## src/hdl/gsg_pkg.sv

```systemverilog
// Package: widths, codes, config struct, CORDIC types and arctangent table for the grid step controller
`default_nettype none
package gsg_pkg;

    localparam int POS_W      = 24;
    localparam int DIFF_W     = POS_W + 1;
    localparam int SUM_W      = POS_W + 2;
    localparam int HEAD_W     = 15;
    localparam int ANG_W      = 16;
    localparam int ERR_W      = 17;
    localparam int LIN_W      = 18;
    localparam int RATE_W     = 15;
    localparam int DIR_W      = 3;

    localparam int STEP_W     = 18;
    localparam int TOL_W      = 16;
    localparam int HTOL_W     = 13;
    localparam int TURN_W     = 14;
    localparam int FWD_W      = 18;
    localparam int CFG_DATA_W = 18;
    localparam int CFG_IDX_W  = 3;

    localparam int PROD_W     = 2 * DIFF_W;
    localparam int SQ_W       = PROD_W - 1;
    localparam int D2_W       = SQ_W + 1;
    localparam int TOL2_W     = 2 * TOL_W;

    localparam int CORDIC_ITERATIONS = 14;
    localparam int TAB_LEN           = 20;
    localparam int CORDIC_STEPS      = (CORDIC_ITERATIONS < TAB_LEN) ? CORDIC_ITERATIONS
                                                                       : TAB_LEN;
    localparam int ITER_W            = $clog2(TAB_LEN);
    localparam int FRAC_SHIFT        = 16;
    localparam int CW                = DIFF_W + FRAC_SHIFT + 3;

    localparam logic signed [ERR_W-1:0] ANG_PI      = 17'sd12868;
    localparam logic signed [ERR_W-1:0] ANG_TWO_PI  = 17'sd25736;
    localparam logic signed [ANG_W-1:0] ANG_HALF_PI = 16'sd6434;

    localparam logic signed [POS_W-1:0] POS_MAX = 24'sh7FFFFF;
    localparam logic signed [POS_W-1:0] POS_MIN = 24'sh800000;

    localparam logic CMD_POSE = 1'b0;
    localparam logic CMD_MOVE = 1'b1;

    localparam logic [DIR_W-1:0] DIR_UP    = 3'd0;
    localparam logic [DIR_W-1:0] DIR_DOWN  = 3'd1;
    localparam logic [DIR_W-1:0] DIR_RIGHT = 3'd2;
    localparam logic [DIR_W-1:0] DIR_LEFT  = 3'd3;

    typedef enum logic [CFG_IDX_W-1:0] {
        REG_STEP_SIZE    = 3'd0,
        REG_ARRIVE_TOL   = 3'd1,
        REG_HEADING_TOL  = 3'd2,
        REG_TURN_RATE    = 3'd3,
        REG_FORWARD_SPD  = 3'd4
    } t_reg_idx;

    typedef struct packed {
        logic [STEP_W-1:0] step_size;
        logic [TOL_W-1:0]  arrive_tolerance;
        logic [HTOL_W-1:0] heading_tolerance;
        logic [TURN_W-1:0] turn_rate;
        logic [FWD_W-1:0]  forward_speed;
    } t_cfg;

    localparam t_cfg CFG_RESET = '{
        step_size:         18'd65536,
        arrive_tolerance:  16'd3277,
        heading_tolerance: 13'd205,
        turn_rate:         14'd6144,
        forward_speed:     18'd65536
    };

    typedef struct packed {
        logic                     start;
        logic signed [DIFF_W-1:0] dx;
        logic signed [DIFF_W-1:0] dy;
    } t_cordic_req;

    typedef struct packed {
        logic                    done;
        logic signed [ANG_W-1:0] angle;
    } t_cordic_rsp;

    function automatic logic signed [ANG_W-1:0] atan_entry(input logic [ITER_W-1:0] idx);
        logic signed [ANG_W-1:0] val;
        case (idx)
            5'd0:    val = 16'sd3217;
            5'd1:    val = 16'sd1899;
            5'd2:    val = 16'sd1003;
            5'd3:    val = 16'sd509;
            5'd4:    val = 16'sd256;
            5'd5:    val = 16'sd128;
            5'd6:    val = 16'sd64;
            5'd7:    val = 16'sd32;
            5'd8:    val = 16'sd16;
            5'd9:    val = 16'sd8;
            5'd10:   val = 16'sd4;
            5'd11:   val = 16'sd2;
            5'd12:   val = 16'sd1;
            default: val = 16'sd0;
        endcase
        return val;
    endfunction

endpackage
`default_nettype wire

```

## src/hdl/gsg_in_if.sv

```systemverilog
// Interface: command/pose input channel
`default_nettype none
interface gsg_in_if;
    logic                                 valid;
    logic                                 ready;
    logic                                 command;
    logic [gsg_pkg::DIR_W-1:0]            direction;
    logic signed [gsg_pkg::POS_W-1:0]     pose_x;
    logic signed [gsg_pkg::POS_W-1:0]     pose_y;
    logic signed [gsg_pkg::HEAD_W-1:0]    pose_heading;

    modport source (output valid, command, direction, pose_x, pose_y, pose_heading,
                    input ready);
    modport sink   (input valid, command, direction, pose_x, pose_y, pose_heading,
                    output ready);
endinterface
`default_nettype wire

```

## src/hdl/gsg_out_if.sv

```systemverilog
// Interface: drive command output channel
`default_nettype none
interface gsg_out_if;
    logic                                 valid;
    logic                                 ready;
    logic [gsg_pkg::LIN_W-1:0]            linear_speed;
    logic signed [gsg_pkg::RATE_W-1:0]    angular_rate;
    logic                                 arrived;

    modport source (output valid, linear_speed, angular_rate, arrived, input ready);
    modport sink   (input valid, linear_speed, angular_rate, arrived, output ready);
endinterface
`default_nettype wire

```

## src/hdl/gsg_cfg.sv

```systemverilog
// Configuration register bank written through the plain write port
`default_nettype none
module gsg_cfg (
    input  wire logic                               i_clk,
    input  wire logic                               i_rst_n,
    input  wire logic                               i_cfg_we,
    input  wire logic [gsg_pkg::CFG_IDX_W-1:0]      i_cfg_idx,
    input  wire logic [gsg_pkg::CFG_DATA_W-1:0]     i_cfg_data,
    output gsg_pkg::t_cfg                           o_cfg
);

    gsg_pkg::t_cfg r_cfg;

    always_ff @(posedge i_clk) begin
        if (!i_rst_n) begin
            r_cfg <= gsg_pkg::CFG_RESET;
        end else if (i_cfg_we) begin
            case (gsg_pkg::t_reg_idx'(i_cfg_idx))
                gsg_pkg::REG_STEP_SIZE: begin
                    r_cfg.step_size <= i_cfg_data[gsg_pkg::STEP_W-1:0];
                end
                gsg_pkg::REG_ARRIVE_TOL: begin
                    r_cfg.arrive_tolerance <= i_cfg_data[gsg_pkg::TOL_W-1:0];
                end
                gsg_pkg::REG_HEADING_TOL: begin
                    r_cfg.heading_tolerance <= i_cfg_data[gsg_pkg::HTOL_W-1:0];
                end
                gsg_pkg::REG_TURN_RATE: begin
                    r_cfg.turn_rate <= i_cfg_data[gsg_pkg::TURN_W-1:0];
                end
                gsg_pkg::REG_FORWARD_SPD: begin
                    r_cfg.forward_speed <= i_cfg_data[gsg_pkg::FWD_W-1:0];
                end
                default: begin
                end
            endcase
        end
    end

    assign o_cfg = r_cfg;

endmodule
`default_nettype wire

```

## src/hdl/gsg_cordic.sv

```systemverilog
// Iterative CORDIC vectoring unit: bearing of (dx, dy), one rotation per cycle
`default_nettype none
module gsg_cordic (
    input  wire logic               i_clk,
    input  wire logic               i_rst_n,
    input  wire gsg_pkg::t_cordic_req i_req,
    output gsg_pkg::t_cordic_rsp    o_rsp
);

    localparam int CW = gsg_pkg::CW;

    logic                                 r_busy;
    logic                                 r_done;
    logic                                 r_zero;
    logic [gsg_pkg::ITER_W-1:0]           r_iter;
    logic signed [CW-1:0]                 r_x;
    logic signed [CW-1:0]                 r_y;
    logic signed [gsg_pkg::ANG_W-1:0]     r_z;

    logic signed [CW-1:0]                 x_in;
    logic signed [CW-1:0]                 y_in;
    logic signed [CW-1:0]                 x0;
    logic signed [CW-1:0]                 y0;
    logic signed [gsg_pkg::ANG_W-1:0]     z0;
    logic signed [CW-1:0]                 sh_x;
    logic signed [CW-1:0]                 sh_y;
    logic signed [gsg_pkg::ANG_W-1:0]     atan_v;
    logic                                 last_iter;

    assign x_in = CW'(i_req.dx) <<< gsg_pkg::FRAC_SHIFT;
    assign y_in = CW'(i_req.dy) <<< gsg_pkg::FRAC_SHIFT;

    // quadrant pre-rotation for the left half plane
    always_comb begin
        x0 = x_in;
        y0 = y_in;
        z0 = '0;
        if (x_in < 0) begin
            if (y_in >= 0) begin
                x0 = y_in;
                y0 = -x_in;
                z0 = gsg_pkg::ANG_HALF_PI;
            end else begin
                x0 = -y_in;
                y0 = x_in;
                z0 = -gsg_pkg::ANG_HALF_PI;
            end
        end
    end

    assign sh_x      = r_x >>> r_iter;
    assign sh_y      = r_y >>> r_iter;
    assign atan_v    = gsg_pkg::atan_entry(r_iter);
    assign last_iter = (r_iter == gsg_pkg::ITER_W'(gsg_pkg::CORDIC_STEPS - 1));

    always_ff @(posedge i_clk) begin
        if (!i_rst_n) begin
            r_busy <= 1'b0;
            r_done <= 1'b0;
        end else begin
            r_done <= !i_req.start && r_busy && last_iter;
            if (i_req.start) begin
                r_busy <= 1'b1;
                r_iter <= '0;
                r_x    <= x0;
                r_y    <= y0;
                r_z    <= z0;
                r_zero <= (i_req.dx == '0) && (i_req.dy == '0);
            end else if (r_busy) begin
                if (!r_y[CW-1]) begin
                    r_x <= r_x + sh_y;
                    r_y <= r_y - sh_x;
                    r_z <= r_z + atan_v;
                end else begin
                    r_x <= r_x - sh_y;
                    r_y <= r_y + sh_x;
                    r_z <= r_z - atan_v;
                end
                r_iter <= r_iter + 1'b1;
                if (last_iter) begin
                    r_busy <= 1'b0;
                end
            end
        end
    end

    assign o_rsp.done  = r_done;
    assign o_rsp.angle = r_zero ? '0 : r_z;

endmodule
`default_nettype wire

```

## src/hdl/grid_step_goto_controller_unit.sv

```systemverilog
// Top level: grid step go-to-goal controller with sequencer, shared multiplier and CORDIC
//
// Channels: i_cmd takes command/pose beats, o_res gives drive beats; both are
// valid/ready. Registers are written through i_cfg_we/i_cfg_idx/i_cfg_data
// (0 step_size, 1 arrive_tolerance, 2 heading_tolerance, 3 turn_rate,
// 4 forward_speed) by the user only while the block is idle; the block does not check.
// A move command, or a pose update while idle, completes in its accept cycle
// and produces no beat; i_cmd.ready stays high, so such beats go back to back.
// A pose update while moving runs the sequencer: one shared 25x25 multiplier
// forms tolerance^2, dx^2 and dy^2 in turn (S_SQT, S_SQX, S_SQY), then one
// compare (S_CMP). On arrival the stop beat goes out through S_PUSH. Otherwise
// the CORDIC unit runs CORDIC_STEPS rotations (14), one per cycle, then S_ERR
// forms the drive beat, which goes out through S_PUSH. i_cmd.ready is low during
// that run and rises when the result is loaded, so a new pose is taken only
// after the last one's result is loaded; the sequencer and CORDIC set the pace.
// The result sits in an output register; a stalled receiver holds it, and a
// new beat is accepted meanwhile, but the next result waits until it is taken.
// Synchronous active-low reset clears position, goal, motion flag, config to
// defaults and the output valid.
`default_nettype none
module grid_step_goto_controller_unit (
    input  wire logic                              i_clk,
    input  wire logic                              i_rst_n,
    input  wire logic                              i_cfg_we,
    input  wire logic [gsg_pkg::CFG_IDX_W-1:0]     i_cfg_idx,
    input  wire logic [gsg_pkg::CFG_DATA_W-1:0]    i_cfg_data,
    gsg_in_if.sink                                 i_cmd,
    gsg_out_if.source                              o_res
);

    localparam int POS_W  = gsg_pkg::POS_W;
    localparam int DIFF_W = gsg_pkg::DIFF_W;
    localparam int SUM_W  = gsg_pkg::SUM_W;
    localparam int ERR_W  = gsg_pkg::ERR_W;

    typedef enum logic [2:0] {
        S_IDLE,
        S_SQT,
        S_SQX,
        S_SQY,
        S_CMP,
        S_CORD,
        S_ERR,
        S_PUSH
    } t_state;

    t_state                                r_state;
    logic signed [POS_W-1:0]               r_pos_x;
    logic signed [POS_W-1:0]               r_pos_y;
    logic signed [POS_W-1:0]               r_goal_x;
    logic signed [POS_W-1:0]               r_goal_y;
    logic                                  r_moving;
    logic signed [DIFF_W-1:0]              r_dx;
    logic signed [DIFF_W-1:0]              r_dy;
    logic signed [gsg_pkg::HEAD_W-1:0]     r_head;
    logic signed [gsg_pkg::PROD_W-1:0]     r_prod;
    logic [gsg_pkg::SQ_W-1:0]              r_acc;
    logic [gsg_pkg::TOL2_W-1:0]            r_tol2;
    logic signed [ERR_W-1:0]               r_err;
    logic                                  r_cord_start;
    logic [gsg_pkg::LIN_W-1:0]             r_res_lin;
    logic signed [gsg_pkg::RATE_W-1:0]     r_res_ang;
    logic                                  r_res_arr;
    logic                                  r_out_valid;
    logic [gsg_pkg::LIN_W-1:0]             r_out_lin;
    logic signed [gsg_pkg::RATE_W-1:0]     r_out_ang;
    logic                                  r_out_arr;

    gsg_pkg::t_cfg                         cfg;
    gsg_pkg::t_cordic_req                  cord_req;
    gsg_pkg::t_cordic_rsp                  cord_rsp;

    logic                                  in_acc;
    logic                                  push_out;
    logic                                  dir_ok;
    logic                                  dir_vert;
    logic                                  dir_neg;
    logic signed [SUM_W-1:0]               base_ext;
    logic signed [SUM_W-1:0]               step_ext;
    logic signed [SUM_W-1:0]               goal_sum;
    logic signed [POS_W-1:0]               goal_sat;
    logic signed [DIFF_W-1:0]              dx_in;
    logic signed [DIFF_W-1:0]              dy_in;
    logic signed [DIFF_W-1:0]              mul_a;
    logic signed [gsg_pkg::PROD_W-1:0]     mul_p;
    logic [gsg_pkg::D2_W-1:0]              d2;
    logic                                  near;
    logic signed [ERR_W-1:0]               err_w;
    logic [ERR_W-1:0]                      err_abs;
    logic signed [gsg_pkg::RATE_W-1:0]     turn_pos;

    gsg_cfg u_cfg (
        .i_clk      (i_clk),
        .i_rst_n    (i_rst_n),
        .i_cfg_we   (i_cfg_we),
        .i_cfg_idx  (i_cfg_idx),
        .i_cfg_data (i_cfg_data),
        .o_cfg      (cfg)
    );

    assign cord_req.start = r_cord_start;
    assign cord_req.dx    = r_dx;
    assign cord_req.dy    = r_dy;

    gsg_cordic u_cordic (
        .i_clk   (i_clk),
        .i_rst_n (i_rst_n),
        .i_req   (cord_req),
        .o_rsp   (cord_rsp)
    );

    assign i_cmd.ready = (r_state == S_IDLE);
    assign in_acc      = i_cmd.valid && i_cmd.ready;
    assign push_out    = (r_state == S_PUSH) && (!r_out_valid || o_res.ready);

    // goal one step away, saturated to the position range
    assign dir_ok   = (i_cmd.direction == gsg_pkg::DIR_UP)
                   || (i_cmd.direction == gsg_pkg::DIR_DOWN)
                   || (i_cmd.direction == gsg_pkg::DIR_RIGHT)
                   || (i_cmd.direction == gsg_pkg::DIR_LEFT);
    assign dir_vert = (i_cmd.direction == gsg_pkg::DIR_UP)
                   || (i_cmd.direction == gsg_pkg::DIR_DOWN);
    assign dir_neg  = (i_cmd.direction == gsg_pkg::DIR_DOWN)
                   || (i_cmd.direction == gsg_pkg::DIR_LEFT);
    assign base_ext = dir_vert ? SUM_W'(r_pos_y) : SUM_W'(r_pos_x);
    assign step_ext = $signed({{(SUM_W - gsg_pkg::STEP_W){1'b0}}, cfg.step_size});
    assign goal_sum = dir_neg ? (base_ext - step_ext) : (base_ext + step_ext);

    always_comb begin
        if (goal_sum > SUM_W'(gsg_pkg::POS_MAX)) begin
            goal_sat = gsg_pkg::POS_MAX;
        end else if (goal_sum < SUM_W'(gsg_pkg::POS_MIN)) begin
            goal_sat = gsg_pkg::POS_MIN;
        end else begin
            goal_sat = goal_sum[POS_W-1:0];
        end
    end

    assign dx_in = DIFF_W'(r_goal_x) - DIFF_W'(i_cmd.pose_x);
    assign dy_in = DIFF_W'(r_goal_y) - DIFF_W'(i_cmd.pose_y);

    // shared squarer
    always_comb begin
        case (r_state)
            S_SQT:   mul_a = $signed({{(DIFF_W - gsg_pkg::TOL_W){1'b0}},
                                      cfg.arrive_tolerance});
            S_SQX:   mul_a = r_dx;
            default: mul_a = r_dy;
        endcase
    end
    assign mul_p = mul_a * mul_a;

    assign d2   = {1'b0, r_acc} + {1'b0, r_prod[gsg_pkg::SQ_W-1:0]};
    assign near = d2 < gsg_pkg::D2_W'(r_tol2);

    // heading error wrapped once into [-pi, pi]
    always_comb begin
        if (r_err > gsg_pkg::ANG_PI) begin
            err_w = r_err - gsg_pkg::ANG_TWO_PI;
        end else if (r_err < -gsg_pkg::ANG_PI) begin
            err_w = r_err + gsg_pkg::ANG_TWO_PI;
        end else begin
            err_w = r_err;
        end
    end
    assign err_abs  = err_w[ERR_W-1] ? ERR_W'(-err_w) : ERR_W'(err_w);
    assign turn_pos = $signed({1'b0, cfg.turn_rate});

    always_ff @(posedge i_clk) begin
        if (!i_rst_n) begin
            r_state      <= S_IDLE;
            r_pos_x      <= '0;
            r_pos_y      <= '0;
            r_goal_x     <= '0;
            r_goal_y     <= '0;
            r_moving     <= 1'b0;
            r_cord_start <= 1'b0;
            r_out_valid  <= 1'b0;
        end else begin
            r_cord_start <= (r_state == S_CMP) && !near;
            if (push_out) begin
                r_out_valid <= 1'b1;
            end else if (o_res.ready) begin
                r_out_valid <= 1'b0;
            end
            case (r_state)
                S_IDLE: begin
                    if (in_acc) begin
                        if (i_cmd.command == gsg_pkg::CMD_MOVE) begin
                            if (!r_moving && dir_ok) begin
                                r_goal_x <= dir_vert ? r_pos_x : goal_sat;
                                r_goal_y <= dir_vert ? goal_sat : r_pos_y;
                                r_moving <= 1'b1;
                            end
                        end else begin
                            r_pos_x <= i_cmd.pose_x;
                            r_pos_y <= i_cmd.pose_y;
                            if (r_moving) begin
                                r_dx    <= dx_in;
                                r_dy    <= dy_in;
                                r_head  <= i_cmd.pose_heading;
                                r_state <= S_SQT;
                            end
                        end
                    end
                end
                S_SQT: begin
                    r_prod  <= mul_p;
                    r_state <= S_SQX;
                end
                S_SQX: begin
                    r_tol2  <= r_prod[gsg_pkg::TOL2_W-1:0];
                    r_prod  <= mul_p;
                    r_state <= S_SQY;
                end
                S_SQY: begin
                    r_acc   <= r_prod[gsg_pkg::SQ_W-1:0];
                    r_prod  <= mul_p;
                    r_state <= S_CMP;
                end
                S_CMP: begin
                    if (near) begin
                        r_pos_x   <= r_goal_x;
                        r_pos_y   <= r_goal_y;
                        r_moving  <= 1'b0;
                        r_res_lin <= '0;
                        r_res_ang <= '0;
                        r_res_arr <= 1'b1;
                        r_state   <= S_PUSH;
                    end else begin
                        r_state   <= S_CORD;
                    end
                end
                S_CORD: begin
                    if (cord_rsp.done) begin
                        r_err   <= ERR_W'(cord_rsp.angle) - ERR_W'(r_head);
                        r_state <= S_ERR;
                    end
                end
                S_ERR: begin
                    if (err_abs > ERR_W'(cfg.heading_tolerance)) begin
                        r_res_lin <= '0;
                        r_res_ang <= (err_w > 0) ? turn_pos : -turn_pos;
                    end else begin
                        r_res_lin <= cfg.forward_speed;
                        r_res_ang <= '0;
                    end
                    r_res_arr <= 1'b0;
                    r_state   <= S_PUSH;
                end
                S_PUSH: begin
                    if (push_out) begin
                        r_out_lin   <= r_res_lin;
                        r_out_ang   <= r_res_ang;
                        r_out_arr   <= r_res_arr;
                        r_state     <= S_IDLE;
                    end
                end
                default: begin
                    r_state <= S_IDLE;
                end
            endcase
        end
    end

    assign o_res.valid        = r_out_valid;
    assign o_res.linear_speed = r_out_lin;
    assign o_res.angular_rate = r_out_ang;
    assign o_res.arrived      = r_out_arr;

endmodule
`default_nettype wire

```

## src/flat_wrapper.sv

```systemverilog
// flat-port wrapper written by rule: the top's interface ports become plain ports
module grid_step_goto_controller_unit_flat 
  (i_clk, i_rst_n, i_cfg_we, i_cfg_idx, i_cfg_data, i_cmd_valid, i_cmd_command, i_cmd_direction, i_cmd_pose_x, i_cmd_pose_y, i_cmd_pose_heading, i_cmd_ready, o_res_valid, o_res_linear_speed, o_res_angular_rate, o_res_arrived, o_res_ready);
  gsg_in_if i_cmd_i ();
  gsg_out_if o_res_i ();
  input  wire logic i_clk;
  input  wire logic i_rst_n;
  input  wire logic i_cfg_we;
  input  wire logic [gsg_pkg::CFG_IDX_W-1:0] i_cfg_idx;
  input  wire logic [gsg_pkg::CFG_DATA_W-1:0] i_cfg_data;
  input wire logic [$bits(i_cmd_i.valid)-1:0] i_cmd_valid;
  input wire logic [$bits(i_cmd_i.command)-1:0] i_cmd_command;
  input wire logic [$bits(i_cmd_i.direction)-1:0] i_cmd_direction;
  input wire logic [$bits(i_cmd_i.pose_x)-1:0] i_cmd_pose_x;
  input wire logic [$bits(i_cmd_i.pose_y)-1:0] i_cmd_pose_y;
  input wire logic [$bits(i_cmd_i.pose_heading)-1:0] i_cmd_pose_heading;
  output wire logic [$bits(i_cmd_i.ready)-1:0] i_cmd_ready;
  output wire logic [$bits(o_res_i.valid)-1:0] o_res_valid;
  output wire logic [$bits(o_res_i.linear_speed)-1:0] o_res_linear_speed;
  output wire logic [$bits(o_res_i.angular_rate)-1:0] o_res_angular_rate;
  output wire logic [$bits(o_res_i.arrived)-1:0] o_res_arrived;
  input wire logic [$bits(o_res_i.ready)-1:0] o_res_ready;
  assign i_cmd_i.valid = i_cmd_valid;
  assign i_cmd_i.command = i_cmd_command;
  assign i_cmd_i.direction = i_cmd_direction;
  assign i_cmd_i.pose_x = i_cmd_pose_x;
  assign i_cmd_i.pose_y = i_cmd_pose_y;
  assign i_cmd_i.pose_heading = i_cmd_pose_heading;
  assign i_cmd_ready = i_cmd_i.ready;
  assign o_res_valid = o_res_i.valid;
  assign o_res_linear_speed = o_res_i.linear_speed;
  assign o_res_angular_rate = o_res_i.angular_rate;
  assign o_res_arrived = o_res_i.arrived;
  assign o_res_i.ready = o_res_ready;
  grid_step_goto_controller_unit u_core (.i_clk(i_clk), .i_rst_n(i_rst_n), .i_cfg_we(i_cfg_we), .i_cfg_idx(i_cfg_idx), .i_cfg_data(i_cfg_data), .i_cmd(i_cmd_i), .o_res(o_res_i));
endmodule
```

## config.mk

```make
export PLATFORM = sky130hd
export DESIGN_NAME = grid_step_goto_controller_unit_flat
export DESIGN_NICKNAME = d
export VERILOG_FILES = /design/src/hdl/gsg_pkg.sv /design/src/hdl/gsg_in_if.sv /design/src/hdl/gsg_out_if.sv /design/src/hdl/gsg_cfg.sv /design/src/hdl/gsg_cordic.sv /design/src/hdl/grid_step_goto_controller_unit.sv /design/src/flat_wrapper.sv
export SDC_FILE = /design/constraint.sdc
export NUM_CORES = 2
export LEC_CHECK = 0
export BUFFER_PORTS_ARGS = -buffer_cell sky130_fd_sc_hd__buf_2
export CAP_MARGIN = 30
export CORE_MARGIN = 2
export CORE_UTILIZATION = 55
export DETAILED_ROUTE_END_ITERATION = 16
export PLACE_DENSITY = 0.71
export SETUP_SLACK_MARGIN = 0.05
export SYNTH_ARGS = -nofsm -noshare
export SYNTH_HDL_FRONTEND = slang
export SYNTH_HIERARCHICAL = 1
export SYNTH_SLANG_ARGS = --single-unit
```

## constraint.sdc

```tcl
create_clock -name i_clk -period 10.5 [get_ports i_clk]
set_input_delay 1.05 -clock i_clk [delete_from_list [all_inputs] [get_ports i_clk]]
set_output_delay 1.05 -clock i_clk [all_outputs]
set_load 0.01 [all_outputs]
```

==> qor.txt <==
outcome: finished clean
total number of H-tree levels: 3
Worst Tran Pin Value: 1.11 ns
via count normalized by instance count: 6.14
maximum number of pins on one net before global-route repair: 117
first-pass GRT wire length: 319,000 um
launching element type of the critical path: register
required time at the endpoint of the critical path: 10.91 ns
worst setup path class: reg2reg
Synth Area in Simple Gates: 14.0%
final total negative setup slack: 0 ns
root buffer cell: clkbuf_16
Area growth syn-to-layout: 6.98%
estimated wirelength of the detail-placed design: 161,000 um
mux share of post-synthesis cell area: 7.55%
Setup-failing EPs final: 0
share of layout cells above drive strength 1: 9.01%
TritonCTS clock tree: yes
Net Count, Synth: 8,442
Max Fclk: 101 MHz
Num CTS Buffers: 71
unique cell type count in the Yosys netlist: 114
detail-routed net length per standard cell: 22.9 um
Pins Over Slew Limit: 0
cell taking the most area after synthesis: fa_1
setup repair after global routing missed its margin: no
critical-path cell with the highest stage delay: dfxtp_1
gate count of the mapped netlist: 7,287
mean instance size in the synthesized netlist: 9.22 sq um
DRC Markers: 0
Layout Skew: 0.0473 ns
number of global-route vias before repair: 54,400
worst hold path startpoint: u_core/r_res_ang[8]
starting density of the core: 55.3%
Global Route Usage Sum: 32.9%
Post-Syn Area: 67,200 sq um
Syn. warnings: 6
clock input transition at the sequential cells of the worst setup and hold paths: 0.06 ns
startpoint of the worst-slack reg-to-reg timing path: u_core/r_state[1]
minimum period implied by the final worst setup slack: 9.93 ns
count of pins on the block boundary: 129
most frequent standard cell in the layout excluding fill and tap cells: inv_1
leading cell types in the layout, fill and taps excluded: inv_1, nand2_1, fa_1
die outline width: 353 um
hold endpoint: u_core/o_res.angular_rate[8]
antenna violations before repair: 10
count of cells along the worst register-to-register path: 35
total vias in the final route: 55,100
part of the Yosys area used for sequential elements: 23.1%
std cell rows: 128
number of iterations in the first detailed-routing pass: 6
clock network latency to the later pin of the worst-skew pair: 0.70 ns
number of enable flip-flop cells after synthesis: 387
relative slew slack: 25.7%
number of DRC markers in iteration 0: 5,746
deepest clock path buffer count: 3
die area: 125,000 sq um
register bit total from synthesis: 582
terminus of the critical flop-to-flop path: u_core/r_prod[48]
die span in y: 353 um
core outline area: 122,000 sq um
leading register cell type out of synthesis: edfxtp_1
largest fanout on the critical path: 28
share of the synthesized area in compound gates (AO/OA/AOI/OAI): 15.5%
Worst R2R Setup Slack: 0.57 ns
clock net sink count: 582
overflow left after global routing: 0
area share of the leading cell type in the synthesized netlist: 18.3%
cell type with the highest occurrence count on the critical path: fa_1
synth top area cells: fa_1, edfxtp_1, ha_1
kind of end point of the critical path: register
RePlAce Congestion: 1.06
ratio of final minimum period to clock period: 94.6%
proportion of register bits with asynchronous set or reset after synthesis: 0%
fraction of the mapped netlist area in adder cells: 26.6%
Final Hold Vio Count: 0
data arrival time of the critical path: 10.34 ns
count of buffers inserted at the top-level ports: 128
fin nets: 8,440
Synth Area in XOR/XNOR: 5.25%
Largest stage delay, worst path: 0.55 ns
combinational family with the most area after synthesis: adder cells
Final Routed Wirelength: 205,000 um
final antenna-violating net count: 0
max cap viols: 0
Hold WC Path Type: reg2reg
buffers inserted by post-CTS timing repair: 0
instance count along the most critical hold path: 0
## logic make-up (layout without fill, tap and decap cells)
logic type | count (synthesis) | in the layout
multiplexers | 350 | 350
AND/OR/NAND/NOR | 1987 | 1987
buffers and inverters | 1337 | 1394
flip-flops | 582 | 582
XOR/XNOR | 403 | 403
adder cells (fa/ha/maj) | 1062 | 1062
other | 0 | 3
AO/OA/AOI/OAI | 1566 | 1566
## sequential cells by signal (all words and copies together), names as in the netlist, 25 cells and up, named ones only
signal,count
u_core/u_cfg/o_cfg,79
u_core/r_acc,48
u_core/r_tol2,31
u_core/u_cordic/r_x,44
u_core/r_dy,25
u_core/r_prod,48
u_core/u_cordic/r_y,44
u_core/r_dx,25
## cell type report
type / count / area (sq um)
clock buffers: 89 / 1880
well taps: 1625 / 2030
inverters: 1021 / 3840
flip-flops and latches: 582 / 15500
multi-input cells: 5368 / 46500
clock inverters: 43 / 508
diodes: 3 / 7.51
fillers: 10600 / 49700
repair buffers: 241 / 1540
## cells in the mapped netlist (63+ instances only)
cell type	instances
clkbuf_1	200
xnor2_1	256
a211oi_1	65
a21oi_1	382
a21o_1	143
a221o_1	63
nand2_1	666
ha_1	448
fa_1	614
nor2_1	541
nand3_1	102
nand2b_1	63
nor3_1	107
xor2_1	147
inv_1	1008
and2_1	131
edfxtp_1	387
mux2i_1	177
mux4_2	120
dfxtp_1	195
o21ai_0	335
nor2b_1	108
o211ai_1	74
## per-layer routing
metal | track usage, % | vias up | routed length (um)
met5 | 0 | - | 69
met4 | 14.5 | 10 | 10300
met3 | 6.16 | 517 | 17800
met2 | 51.3 | 2457 | 91500
met1 | 44.8 | 27000 | 85600
li1 | - | 25100 | -
## critical path, delay by kind of cell, from the launching register on
family | cells | cell delay (ns)
flops | 1 | 0.55
simple gates | 6 | 1.21
buf+inv | 10 | 1.27
compound gates | 10 | 2.59
fa+ha+maj | 8 | 3.86
xor+xnor | 1 | 0.13
## worst max-delay path by stage
stage,cells past startpoint,startpoint,endpoint
final,35,u_core/r_state[1],u_core/r_prod[48]
after global placement,32,u_core/r_state[1],u_core/r_prod[47]
after detailed placement,33,u_core/r_state[1],u_core/r_prod[47]
after floorplan,35,u_core/r_state[0],u_core/r_prod[47]
after global routing,35,u_core/r_state[1],u_core/r_prod[48]
after CTS,33,u_core/r_state[1],u_core/r_prod[47]
## through the flow
| stage | util [%] | hold slack, ns | cell area [sq um] | std cells | worst slack (ns) |
|---|---|---|---|---|---|
| floorplan | - | 0.400 | 67200 | 7287 | 1.10 |
| global placement | 57.1 | 0.401 | 69400 | 8829 | 0.240 |
| detailed placement | 57.1 | 0.406 | 69500 | 8837 | 0.0540 |
| CTS | 59.1 | 0.416 | 71900 | 8969 | 0.143 |
| global route | 59.1 | 0.421 | 71900 | 8969 | 0.0945 |
| finish | 59.1 | 0.417 | 71900 | 8972 | 0.571 |
## repair_timing
action / CTS / global route
gates resized for setup: 1 / 5
endpoints found under the setup margin: 1 / 5
hold buffers: 0 / 0
Power is not shown: default switching activity piles up to over one toggle a cycle in this logic, so the estimate is an artifact.
